<file path="src/hdl/sac_pkg.sv">
`timescale 1ns / 1ps
package sac_pkg;

	localparam int ADDR_W     = 32;
	localparam int DATA_W     = 32;
	localparam int SIZE_W     = 3;
	localparam int SEED_W     = 16;
	localparam int S_TDATA_W  = 72;
	localparam int M_TDATA_W  = 72;
	localparam logic [SEED_W-1:0] LFSR_TAPS  = 16'hB400;
	localparam logic [SEED_W-1:0] SEED_RESET = 16'd44257;

	typedef enum logic [1:0] {
		OP_READ   = 2'd0,
		OP_WRITE  = 2'd1,
		OP_REFILL = 2'd2,
		OP_NONE   = 2'd3
	} op_t;

	typedef enum logic [1:0] {
		KIND_READ  = 2'd0,
		KIND_FETCH = 2'd1,
		KIND_WRITE = 2'd2
	} kind_t;

	typedef enum logic [1:0] {
		MODE_IDLE   = 2'd0,
		MODE_FIRST  = 2'd1,
		MODE_SECOND = 2'd2
	} mode_t;

	typedef enum logic [3:0] {
		ST_CLEAR,
		ST_IDLE,
		ST_WR_TAG,
		ST_WR_CMP,
		ST_WR_DONE,
		ST_RD_TAG,
		ST_RD_CMP,
		ST_FETCH,
		ST_G_RD,
		ST_G_TAKE,
		ST_FINISH
	} state_t;

	typedef struct packed {
		kind_t              kind;
		logic [ADDR_W-1:0]  addr;
		logic [DATA_W-1:0]  data;
		logic [SIZE_W-1:0]  size;
		logic               hit;
	} res_t;

endpackage

</file>
<file path="src/hdl/sac_ctrl.sv">
`timescale 1ns / 1ps
module sac_ctrl #(
	parameter int WAYS       = 8,
	parameter int SETS       = 128,
	parameter int LINE_BYTES = 64,
	parameter int OFF_W      = 6,
	parameter int SET_W      = 7,
	parameter int TAG_W      = 19,
	parameter int WAY_W      = 3,
	parameter int WRD_W      = 4,
	parameter int DA_W       = 14
) (
	input  logic                      clk,
	input  logic                      arst_n,
	input  logic                      in_valid,
	output logic                      in_ready,
	input  sac_pkg::op_t              in_op,
	input  logic [31:0]               in_addr,
	input  logic [2:0]                in_size,
	input  logic [31:0]               in_data,
	input  logic                      cfg_we,
	input  logic [15:0]               cfg_seed,
	output logic                      res_valid,
	input  logic                      res_ready,
	output sac_pkg::res_t             res,
	output logic [SET_W-1:0]          tr_rd_set,
	input  logic [WAYS*(TAG_W+1)-1:0] tr_rd_row,
	output logic                      tr_clr,
	output logic                      tr_we,
	output logic [SET_W-1:0]          tr_wr_set,
	output logic [WAY_W-1:0]          tr_wr_way,
	output logic [TAG_W-1:0]          tr_wr_tag,
	output logic [DA_W-1:0]           dr_addr,
	output logic                      dr_we,
	output logic [3:0]                dr_be,
	output logic [31:0]               dr_wdata,
	input  logic [31:0]               dr_rdata
);
	import sac_pkg::*;

	localparam int WPL   = LINE_BYTES / 4;
	localparam int ENT_W = TAG_W + 1;

	state_t            state_q, state_d;
	mode_t             mode_q;
	logic [SET_W-1:0]  clr_q;
	logic [15:0]       lfsr_q;
	logic [WRD_W-1:0]  beat_q;
	logic [WAY_W-1:0]  fill_way_q;
	logic              all_hit_q;
	logic [31:0]       p_addr_q;
	logic [2:0]        p_size_q;
	logic [31:0]       pd_q;
	logic [31:0]       la_q;
	logic [31:0]       acc_q;
	logic [2:0]        n1_q;
	logic [2:0]        gn_q;
	logic [1:0]        gpos_q;
	logic [WAY_W-1:0]  gw_q;
	logic              part_q;

	logic [2:0]        sz;
	logic [OFF_W:0]    room;
	logic [2:0]        n1_in;
	logic [2:0]        n2;
	logic [SET_W-1:0]  la_set;
	logic [TAG_W-1:0]  la_tag;
	logic [WAYS-1:0]   vrow;
	logic              hit;
	logic [WAY_W-1:0]  hit_way;
	logic              inv_found;
	logic [WAY_W-1:0]  inv_way;
	logic [15:0]       lfsr_next;
	logic              refill_last;
	logic [7:0]        rd_byte;
	logic [31:0]       wt_data;

	always_comb begin
		case (in_size)
			3'd0:    sz = 3'd1;
			3'd1,
			3'd2,
			3'd3,
			3'd4:    sz = in_size;
			default: sz = 3'd4;
		endcase
	end

	assign room   = (OFF_W+1)'(LINE_BYTES) - {1'b0, in_addr[OFF_W-1:0]};
	assign n1_in  = ((OFF_W+1)'(sz) < room) ? sz : room[2:0];
	assign n2     = p_size_q - n1_q;
	assign la_set = la_q[OFF_W +: SET_W];
	assign la_tag = la_q[31 -: TAG_W];
	assign lfsr_next = (lfsr_q >> 1) ^ (lfsr_q[0] ? LFSR_TAPS : 16'd0);
	assign refill_last = (beat_q == WRD_W'(WPL - 1));
	assign rd_byte = dr_rdata[8*la_q[1:0] +: 8];

	// valid bit sits on top of each way's tag
	always_comb begin
		for (int w = 0; w < WAYS; w++) begin
			vrow[w] = tr_rd_row[w*ENT_W + TAG_W];
		end
	end

	// tag match and first free way
	always_comb begin
		hit       = 1'b0;
		hit_way   = '0;
		inv_found = 1'b0;
		inv_way   = '0;
		for (int w = 0; w < WAYS; w++) begin
			if (!hit && vrow[w] && tr_rd_row[w*ENT_W +: TAG_W] == la_tag) begin
				hit     = 1'b1;
				hit_way = WAY_W'(w);
			end
			if (!inv_found && !vrow[w]) begin
				inv_found = 1'b1;
				inv_way   = WAY_W'(w);
			end
		end
	end

	always_comb begin
		case (p_size_q)
			3'd1:    wt_data = {24'd0, pd_q[7:0]};
			3'd2:    wt_data = {16'd0, pd_q[15:0]};
			3'd3:    wt_data = {8'd0, pd_q[23:0]};
			default: wt_data = pd_q;
		endcase
	end

	always_ff @(posedge clk or negedge arst_n) begin
		if (!arst_n) begin
			state_q <= ST_CLEAR;
		end else begin
			state_q <= state_d;
		end
	end

	always_comb begin
		state_d   = state_q;
		in_ready  = (state_q == ST_IDLE);
		res_valid = 1'b0;
		res       = '0;
		tr_rd_set = la_set;
		tr_clr    = 1'b0;
		tr_we     = 1'b0;
		tr_wr_set = la_set;
		tr_wr_way = fill_way_q;
		tr_wr_tag = la_tag;
		dr_addr   = {la_set, gw_q, la_q[2 +: WRD_W]};
		dr_we     = 1'b0;
		dr_be     = 4'h0;
		dr_wdata  = {4{pd_q[8*gpos_q +: 8]}};
		case (state_q)
			ST_CLEAR: begin
				tr_clr    = 1'b1;
				tr_wr_set = clr_q;
				if (clr_q == SET_W'(SETS - 1)) begin
					state_d = ST_IDLE;
				end
			end
			ST_IDLE: begin
				if (in_valid && in_op == OP_REFILL && mode_q != MODE_IDLE) begin
					dr_addr  = {la_set, fill_way_q, beat_q};
					dr_we    = 1'b1;
					dr_be    = 4'hF;
					dr_wdata = in_data;
					if (refill_last) begin
						tr_we   = 1'b1;
						state_d = ST_G_RD;
					end
				end else if (in_valid && mode_q == MODE_IDLE) begin
					if (in_op == OP_WRITE) begin
						state_d = ST_WR_TAG;
					end else if (in_op == OP_READ) begin
						state_d = ST_RD_TAG;
					end
				end
			end
			ST_WR_TAG: state_d = ST_WR_CMP;
			ST_WR_CMP: begin
				if (hit) begin
					dr_addr = {la_set, hit_way, la_q[2 +: WRD_W]};
					dr_we   = 1'b1;
					dr_be   = 4'b0001 << la_q[1:0];
				end
				state_d = (gn_q == 3'd1) ? ST_WR_DONE : ST_WR_TAG;
			end
			ST_WR_DONE: begin
				if (res_ready) begin
					res_valid = 1'b1;
					res.kind  = KIND_WRITE;
					res.addr  = p_addr_q;
					res.data  = wt_data;
					res.size  = p_size_q;
					state_d   = ST_IDLE;
				end
			end
			ST_RD_TAG: state_d = ST_RD_CMP;
			ST_RD_CMP: state_d = hit ? ST_G_RD : ST_FETCH;
			ST_FETCH: begin
				if (res_ready) begin
					res_valid = 1'b1;
					res.kind  = KIND_FETCH;
					res.addr  = {la_q[31:OFF_W], OFF_W'(0)};
					state_d   = ST_IDLE;
				end
			end
			ST_G_RD: state_d = ST_G_TAKE;
			ST_G_TAKE: begin
				if (gn_q == 3'd1) begin
					state_d = (!part_q && n2 != 3'd0) ? ST_RD_TAG : ST_FINISH;
				end else begin
					state_d = ST_G_RD;
				end
			end
			ST_FINISH: begin
				if (res_ready) begin
					res_valid = 1'b1;
					res.kind  = KIND_READ;
					res.addr  = p_addr_q;
					res.data  = acc_q;
					res.size  = p_size_q;
					res.hit   = all_hit_q;
					state_d   = ST_IDLE;
				end
			end
			default: state_d = ST_IDLE;
		endcase
	end

	// control state
	always_ff @(posedge clk or negedge arst_n) begin
		if (!arst_n) begin
			mode_q     <= MODE_IDLE;
			clr_q      <= '0;
			lfsr_q     <= SEED_RESET;
			beat_q     <= '0;
			fill_way_q <= '0;
			all_hit_q  <= 1'b1;
		end else begin
			case (state_q)
				ST_CLEAR: begin
					clr_q <= clr_q + 1'b1;
				end
				ST_IDLE: begin
					if (in_valid && in_op == OP_REFILL && mode_q != MODE_IDLE) begin
						beat_q <= refill_last ? '0 : beat_q + 1'b1;
					end else if (in_valid && mode_q == MODE_IDLE && in_op == OP_READ) begin
						all_hit_q <= 1'b1;
					end
				end
				ST_RD_CMP: begin
					if (!hit) begin
						mode_q    <= part_q ? MODE_SECOND : MODE_FIRST;
						all_hit_q <= 1'b0;
					end
				end
				ST_FETCH: begin
					if (res_ready) begin
						fill_way_q <= inv_found ? inv_way : WAY_W'(lfsr_next % WAYS);
						if (!inv_found && !cfg_we) begin
							lfsr_q <= lfsr_next;
						end
						beat_q <= '0;
					end
				end
				ST_FINISH: begin
					if (res_ready) begin
						mode_q <= MODE_IDLE;
					end
				end
				default: ;
			endcase
			if (cfg_we) begin
				lfsr_q <= cfg_seed;
			end
		end
	end

	// access payload
	always_ff @(posedge clk) begin
		case (state_q)
			ST_IDLE: begin
				if (in_valid && in_op == OP_REFILL && mode_q != MODE_IDLE) begin
					if (refill_last) begin
						gw_q   <= fill_way_q;
						gn_q   <= (mode_q == MODE_FIRST) ? n1_q : n2;
						gpos_q <= (mode_q == MODE_FIRST) ? 2'd0 : n1_q[1:0];
						part_q <= (mode_q == MODE_SECOND);
					end
				end else if (in_valid && mode_q == MODE_IDLE) begin
					p_addr_q <= in_addr;
					p_size_q <= sz;
					pd_q     <= in_data;
					la_q     <= in_addr;
					n1_q     <= n1_in;
					gn_q     <= sz;
					gpos_q   <= 2'd0;
					acc_q    <= '0;
					part_q   <= 1'b0;
				end
			end
			ST_WR_CMP: begin
				la_q   <= la_q + 32'd1;
				gn_q   <= gn_q - 3'd1;
				gpos_q <= gpos_q + 2'd1;
			end
			ST_RD_CMP: begin
				if (hit) begin
					gw_q   <= hit_way;
					gn_q   <= part_q ? n2 : n1_q;
					gpos_q <= part_q ? n1_q[1:0] : 2'd0;
				end
			end
			ST_G_TAKE: begin
				acc_q[8*gpos_q +: 8] <= rd_byte;
				la_q   <= la_q + 32'd1;
				gn_q   <= gn_q - 3'd1;
				gpos_q <= gpos_q + 2'd1;
				if (gn_q == 3'd1) begin
					part_q <= 1'b1;
				end
			end
			default: ;
		endcase
	end

endmodule

</file>
<file path="config.mk">
export PLATFORM = sky130hd
export DESIGN_NAME = sac_ctrl
export DESIGN_NICKNAME = d
export VERILOG_FILES = /design/src/hdl/sac_pkg.sv /design/src/hdl/sac_ctrl.sv
export SDC_FILE = /design/constraint.sdc
export NUM_CORES = 1
export LEC_CHECK = 0
export ABC_AREA = 1
export BUFFER_PORTS_ARGS = -buffer_cell sky130_fd_sc_hd__buf_2
export CORE_MARGIN = 1
export CORE_UTILIZATION = 39
export DETAILED_ROUTE_END_ITERATION = 10
export GPL_ROUTABILITY_DRIVEN = 1
export SETUP_SLACK_MARGIN = 0.1
export SKIP_CTS_REPAIR_TIMING = 1
export SLEW_MARGIN = 15
export SYNTH_ARGS = -nofsm -noshare
export SYNTH_HDL_FRONTEND = slang
export SYNTH_SLANG_ARGS = --single-unit
</file>
<file path="constraint.sdc">
create_clock -name clk -period 8.8 [get_ports clk]
set_input_delay 0.88 -clock clk [delete_from_list [all_inputs] [get_ports clk]]
set_output_delay 0.88 -clock clk [all_outputs]
set_load 0.02 [all_outputs]
</file>
---- Word-level counts from Yosys, hierarchy flattened ----
Index checks and enable logic that the tools add are counted.
operators by class
  add/subtract/negate cells ............... 8
  $lt $le $gt $ge ......................... 1
  equality and inequality tests ........... 47
  shifts and indexed selects .............. 5
  mux-type cells .......................... 117
  bitwise operators ....................... 2
  reductions and logical operators ........ 81
operator list
  cell                       count
  $mux W32                   6
  $eq A19 B19 Y1             8
  $pmux W32 S2               2
  $pmux W34 S3               1
  $pmux W32 S3               1
  $mux W16                   5
  $mux W3                    24
  $pmux W35 S2               1
  $mux W69                   1
  $mux W68                   1
  $shiftx A32 B6 Y8          2
  $mux W4                    15
  $pmux W4 S9                1
  $mux W1                    34
  $neg A5 Y34                1
  $shift A8 B34 Y32 const A  1
  $shiftx A8 B34 Y32         1
  $mux W33                   1
  $add A32 B1 Y32 const B    1
  $bwmux W32                 1
  $logic_and A1 B1 Y1        28
  $logic_not A1 Y1           23
  $mux W7                    3
  $mux W2                    9
  other kinds (44)           90
storage, ports and cells
  register bits ........................... 180
  bits of input ports ..................... 282
  output and inout port bits .............. 161
  word-level logic and storage cells ...... 278

---- Depth between registers and ports, before layout ----
  depth after elaboration ................. 33
  gate-level depth with buffers ........... 18
  gate-level depth less buffers ........... 16

---- Least setup slack after synthesis ----
Ideal clock, no wire load.
  path type ............................... input port to flip-flop
  start point ............................. in in_valid
  end point ............................... reg n1_q[0], enable pin
  library setup time ...................... 0.498 ns
  arrival ................................. 4.110 ns
  data required time ...................... 8.302 ns
  slack ................................... 4.191 ns
  stages .................................. 4
  path buffers ............................ 0
  cells stage by stage .................... inv_1 nor3_1 inv_1 nor2_1
on the way
  word-level cells in the longest chain between the ends .. 4
  elaborated cells on any way between the ends .. 5
  classes of those cells .................. bitwise: 1; reduce/logical: 4
RTL lines
  what                                  line             text
  from (decl)                           sac_ctrl.sv:15   input logic in_valid,
  $logic_and A1 B1 Y1 (2 in series)     sac_ctrl.sv:286  if (in_valid && in_op == OP_REFILL && mode_q != MODE_IDLE) begin
  $not A1 Y1 (no source line)           --
  $reduce_and A3 Y1 (no source line) *  --
  to (signal assigned)                  sac_ctrl.sv:298  n1_q <= n1_in;
  to (decl)                             sac_ctrl.sv:56   logic [2:0] n1_q;
Mark *: on every way between the ends. The rest lies on a longest branch, timed or not.
A chain may end at the register's enable or synchronous reset.

---- Worst setup path after layout ----
  start point ............................. reg la_q[13]
  end point ............................... out dr_be[1]
on the way
  word-level cells in the longest chain between the ends .. 33
  elaborated cells on any way between the ends .. 40
  classes of those cells .................. eq/ne: 8; mux: 10; reduce/logical: 22
RTL lines
  what                               line             text
  from (decl)                        sac_ctrl.sv:54   logic [31:0] la_q;
  from (signal assigned)             sac_ctrl.sv:297  la_q <= in_addr;
  from (signal assigned)             sac_ctrl.sv:306  la_q <= la_q + 32'd1;
  from (signal assigned)             sac_ctrl.sv:319  la_q <= la_q + 32'd1;
  $eq A19 B19 Y1                     sac_ctrl.sv:112  if (!hit && vrow[w] && tr_rd_row[w*ENT_W +: TAG_W] == la_tag) begin
  $logic_and A1 B1 Y1                sac_ctrl.sv:112
  $mux W1                            sac_ctrl.sv:112
  $logic_not A1 Y1                   sac_ctrl.sv:112
  $logic_and A1 B1 Y1 (2 in series)  sac_ctrl.sv:112
  $mux W1                            sac_ctrl.sv:112
  $logic_not A1 Y1                   sac_ctrl.sv:112
  $logic_and A1 B1 Y1 (2 in series)  sac_ctrl.sv:112
  (+13 left out)                     --
  $logic_not A1 Y1                   sac_ctrl.sv:112
  $logic_and A1 B1 Y1 (2 in series)  sac_ctrl.sv:112
  $mux W1                            sac_ctrl.sv:112
  $logic_not A1 Y1                   sac_ctrl.sv:112
  $logic_and A1 B1 Y1 (2 in series)  sac_ctrl.sv:112
  $mux W1 *                          sac_ctrl.sv:112
  $mux W4 *                          sac_ctrl.sv:183  if (hit) begin
  $pmux W4 S2 *                      sac_ctrl.sv:155  case (state_q)
  to (decl)                          sac_ctrl.sv:35   output logic [3:0] dr_be,
Marked as above.

==> run_results.csv <==
group,metric,value,unit
pwr,power.leakage,8.63,nW
timing,worst_pin_slew,1.14,ns
timing,fin_crit,4.44,ns
clock_network,cts_buffer_depth,2,
route,vias,15894,
placement,routabilityCongestion,0.969,
timing,skew,0.0199,ns
synthesis,synth.distinct_cells,65,
floorplan,dieArea,38400,um^2
finish,layout-area-overhead-vs-synth,19.4,%
synthesis,ys_ff_latch,180,
timing,slew_headroom,24.0,%
pwr,powerDensity,325,nW/um^2
floorplan,die_width,196,um
synthesis,synth_top_cell_by_area,"edfxtp_1",
synthesis,synth_area_leaders,"edfxtp_1, nand2_1, nor2_1",
synthesis,synth_enable_flop_cells,143,
clock_network,cts_buffers,17,
pwr,power.total,5.70,mW
finish,final_common_cell,"nand2_1",
synthesis,async_reset_ff_share,20.6,%
placement,dpl.hpwl,47.5,mm
synthesis,synthFlopType,"edfxtp_1",
critical_path,required,7.92,ns
outcome,status,"complete, no violations",
finish,drive_gt1_share,24.4,%
synthesis,netlist.area_leader.share,29.3,%
timing,setup_viol,0,
global_route,met3_usage,5.47,%
critical_path,worstPathArrival,3.56,ns
global_route,grt_max_degree,53,
critical_path,crit_path_end_kind,"output pin",
clock_network,ctsHtreeMaxLevel,4,
placement,io_buffers,442,
timing,slew_viol_final,0,
clock_network,clk_pin_slew_worst_paths,0.07,ns
global_route,overflow,0,
critical_path,cp_max_fo,12,
synthesis,yosysSeqAreaShare,35.7,%
global_route,track_usage,32.1,%
clock_network,cts_tree,"done",
critical_path,rrSetupSlack,4.99,ns
global_route,met1_usage,43.5,%
floorplan,num_io_pins,443,
route,drtPass1Iterations,6,
synthesis,synth_area_per_cell,7.00,um^2
finish,mostFrequentLayoutCells,"nand2_1, buf_2, nor2_1",
global_route,grt_pass1_vias,15271,
synthesis,synth_area,14700,um^2
timing,grt_setup_unrepaired,"no",
finish,fillers,3869,
clock_network,numClockSinks,180,
global_route,antenna_found_initial,5,
worst_hold_path,min_path_type,"reg2reg",
pwr,irDropWorstVdd,0.000177,V
route,via_per_inst,5.40,
synthesis,yosys_warnings,0,
global_route,met2_usage,50.2,%
critical_path,start_kind,"flop",
route,wire_per_inst,21.0,um
global_route,busiest_layer,"met2",
synthesis,syn-num-nets,2395,
finish,nets,2756,
global_route,grt_pass1_wl,92.5,mm
timing,max_freq,0.225,GHz
floorplan,fp.dieH,196,um
route,wirelength,61.7,mm
clock_network,clock_latency,0.47,ns
critical_path,critPathKind,"reg2out",
route,drc,0,
timing,fin_crit_sh,50.5,%
floorplan,core,36800,um^2
floorplan,rows,70,
timing,tns,0,ns
synthesis,synth_cells,2095,
flow_run,drv_cap,0,
clock_network,root_buffer,"clkbuf_16",
timing,finalHoldViolCount,0,
route,drtIter0Drc,1397,
floorplan,start_util,39.9,%
route,antenna_left,0,
-- path summary, 6_finish.rpt --
check | start | end | depth (start not counted)
setup / recovery | la_q[13] | dr_be[1] | 15
hold / removal | all_hit_q | all_hit_q | 2
setup reg to reg | gpos_q[0] | acc_q[18] | 6
hold reg to reg | all_hit_q | all_hit_q | 2
max in group asynchronous | arst_n | lfsr_q[3] | 1
min in group asynchronous | arst_n | tr_wr_way[2] | 1
-- state kept, by name, summed over array words and instances (netlist names) --
register	cells
state_q	4
n1_q	3
la_q	32
lfsr_q	16
mode_q	2
clr_q	7
acc_q	32
p_size_q	3
all_hit_q	1
part_q	1
gpos_q	2
gn_q	3
pd_q	32
tr_wr_way	3
beat_q	4
p_addr_q	32
gw_q	3
-- routing by layer --
metal	up-vias	routed length, um
li1	7564	-
met1	7412	26700
met2	800	27400
met3	118	5110
met4	0	2440
met5	-	0
-- cells in the mapped netlist (10+ instances only) --
cell	number
inv_2	22
or2_2	17
nand2_1	634
xor2_1	44
clkbuf_1	38
a21oi_1	68
nand4_1	35
buf_6	13
inv_1	201
nor3_1	29
nor2_1	286
nor2_4	10
o22ai_1	17
o21ai_0	132
edfxtp_1	143
buf_4	42
buf_2	14
o21ai_1	11
dfrtp_1	28
a32o_1	24
nand3_1	100
xnor2_1	26
ha_1	17
-- area by class of cell --
type	count	area, um^2	area share, %
inverter	238	907	5.18
timing repair buffer	451	2280	13.0
tap	468	586	3.34
clock buffer	17	425	2.43
antenna	7	17.5	0.100
sequential	180	5230	29.9
clock inverter	15	175	1.00
multi-input combinational	1568	7890	45.1
-- worst max-delay path, cell delays in order, from the launching register on --
cell and delay [ns]:
edfxtp_1 0.86, inv_1 0.55, nand2_1 0.20, nand2_1 0.07, nor2_1 0.10, nand2_1 0.06
nor2_1 0.15, nand3_1 0.19, nand2_2 0.16, nor2_8 0.06, nand3_4 0.10, nor2_8 0.06
a21oi_4 0.18, nor2_4 0.08, nor2_2 0.10, buf_2 0.16
-- report_power, final --
group | leakage [nW] | switching, mW | internal (mW) | total (mW)
Sequential | 1.78 | 0.525 | 1.27 | 1.80
Clock | 0.290 | 0.380 | 0.427 | 0.807
Combinational | 6.57 | 2.20 | 0.893 | 3.10
-- cell families (layout without fill, tap and decap cells) --
kind of cell,count (synthesis),count (layout),share of synthesized area (%)
AND/OR/NAND/NOR,1186,1186,35.8
buffers and inverters,347,721,10.8
AO/OA/AOI/OAI,294,294,12.0
flip-flops,180,180,35.7
XOR/XNOR,70,70,4.18
adder cells (fa/ha/maj),18,18,1.59
other,0,7,0
-- metrics by stage --
stage / instances / setup WS (ns) / utilization, % / hold slack [ns] / area [um^2]
2_1_floorplan: 2095 / 4.19 / - / 0.442 / 14700
3_3_place_gp: 2905 / 4.74 / 45.9 / 0.458 / 16900
3_5_place_dp: 2905 / 4.73 / 45.9 / 0.459 / 16900
4_1_cts: 2937 / 4.35 / 47.5 / 0.469 / 17500
5_1_grt: 2942 / 4.12 / 47.6 / 0.496 / 17500
6_report: 2944 / 4.36 / 47.6 / 0.468 / 17500
(Power assumes the default switching activity.)
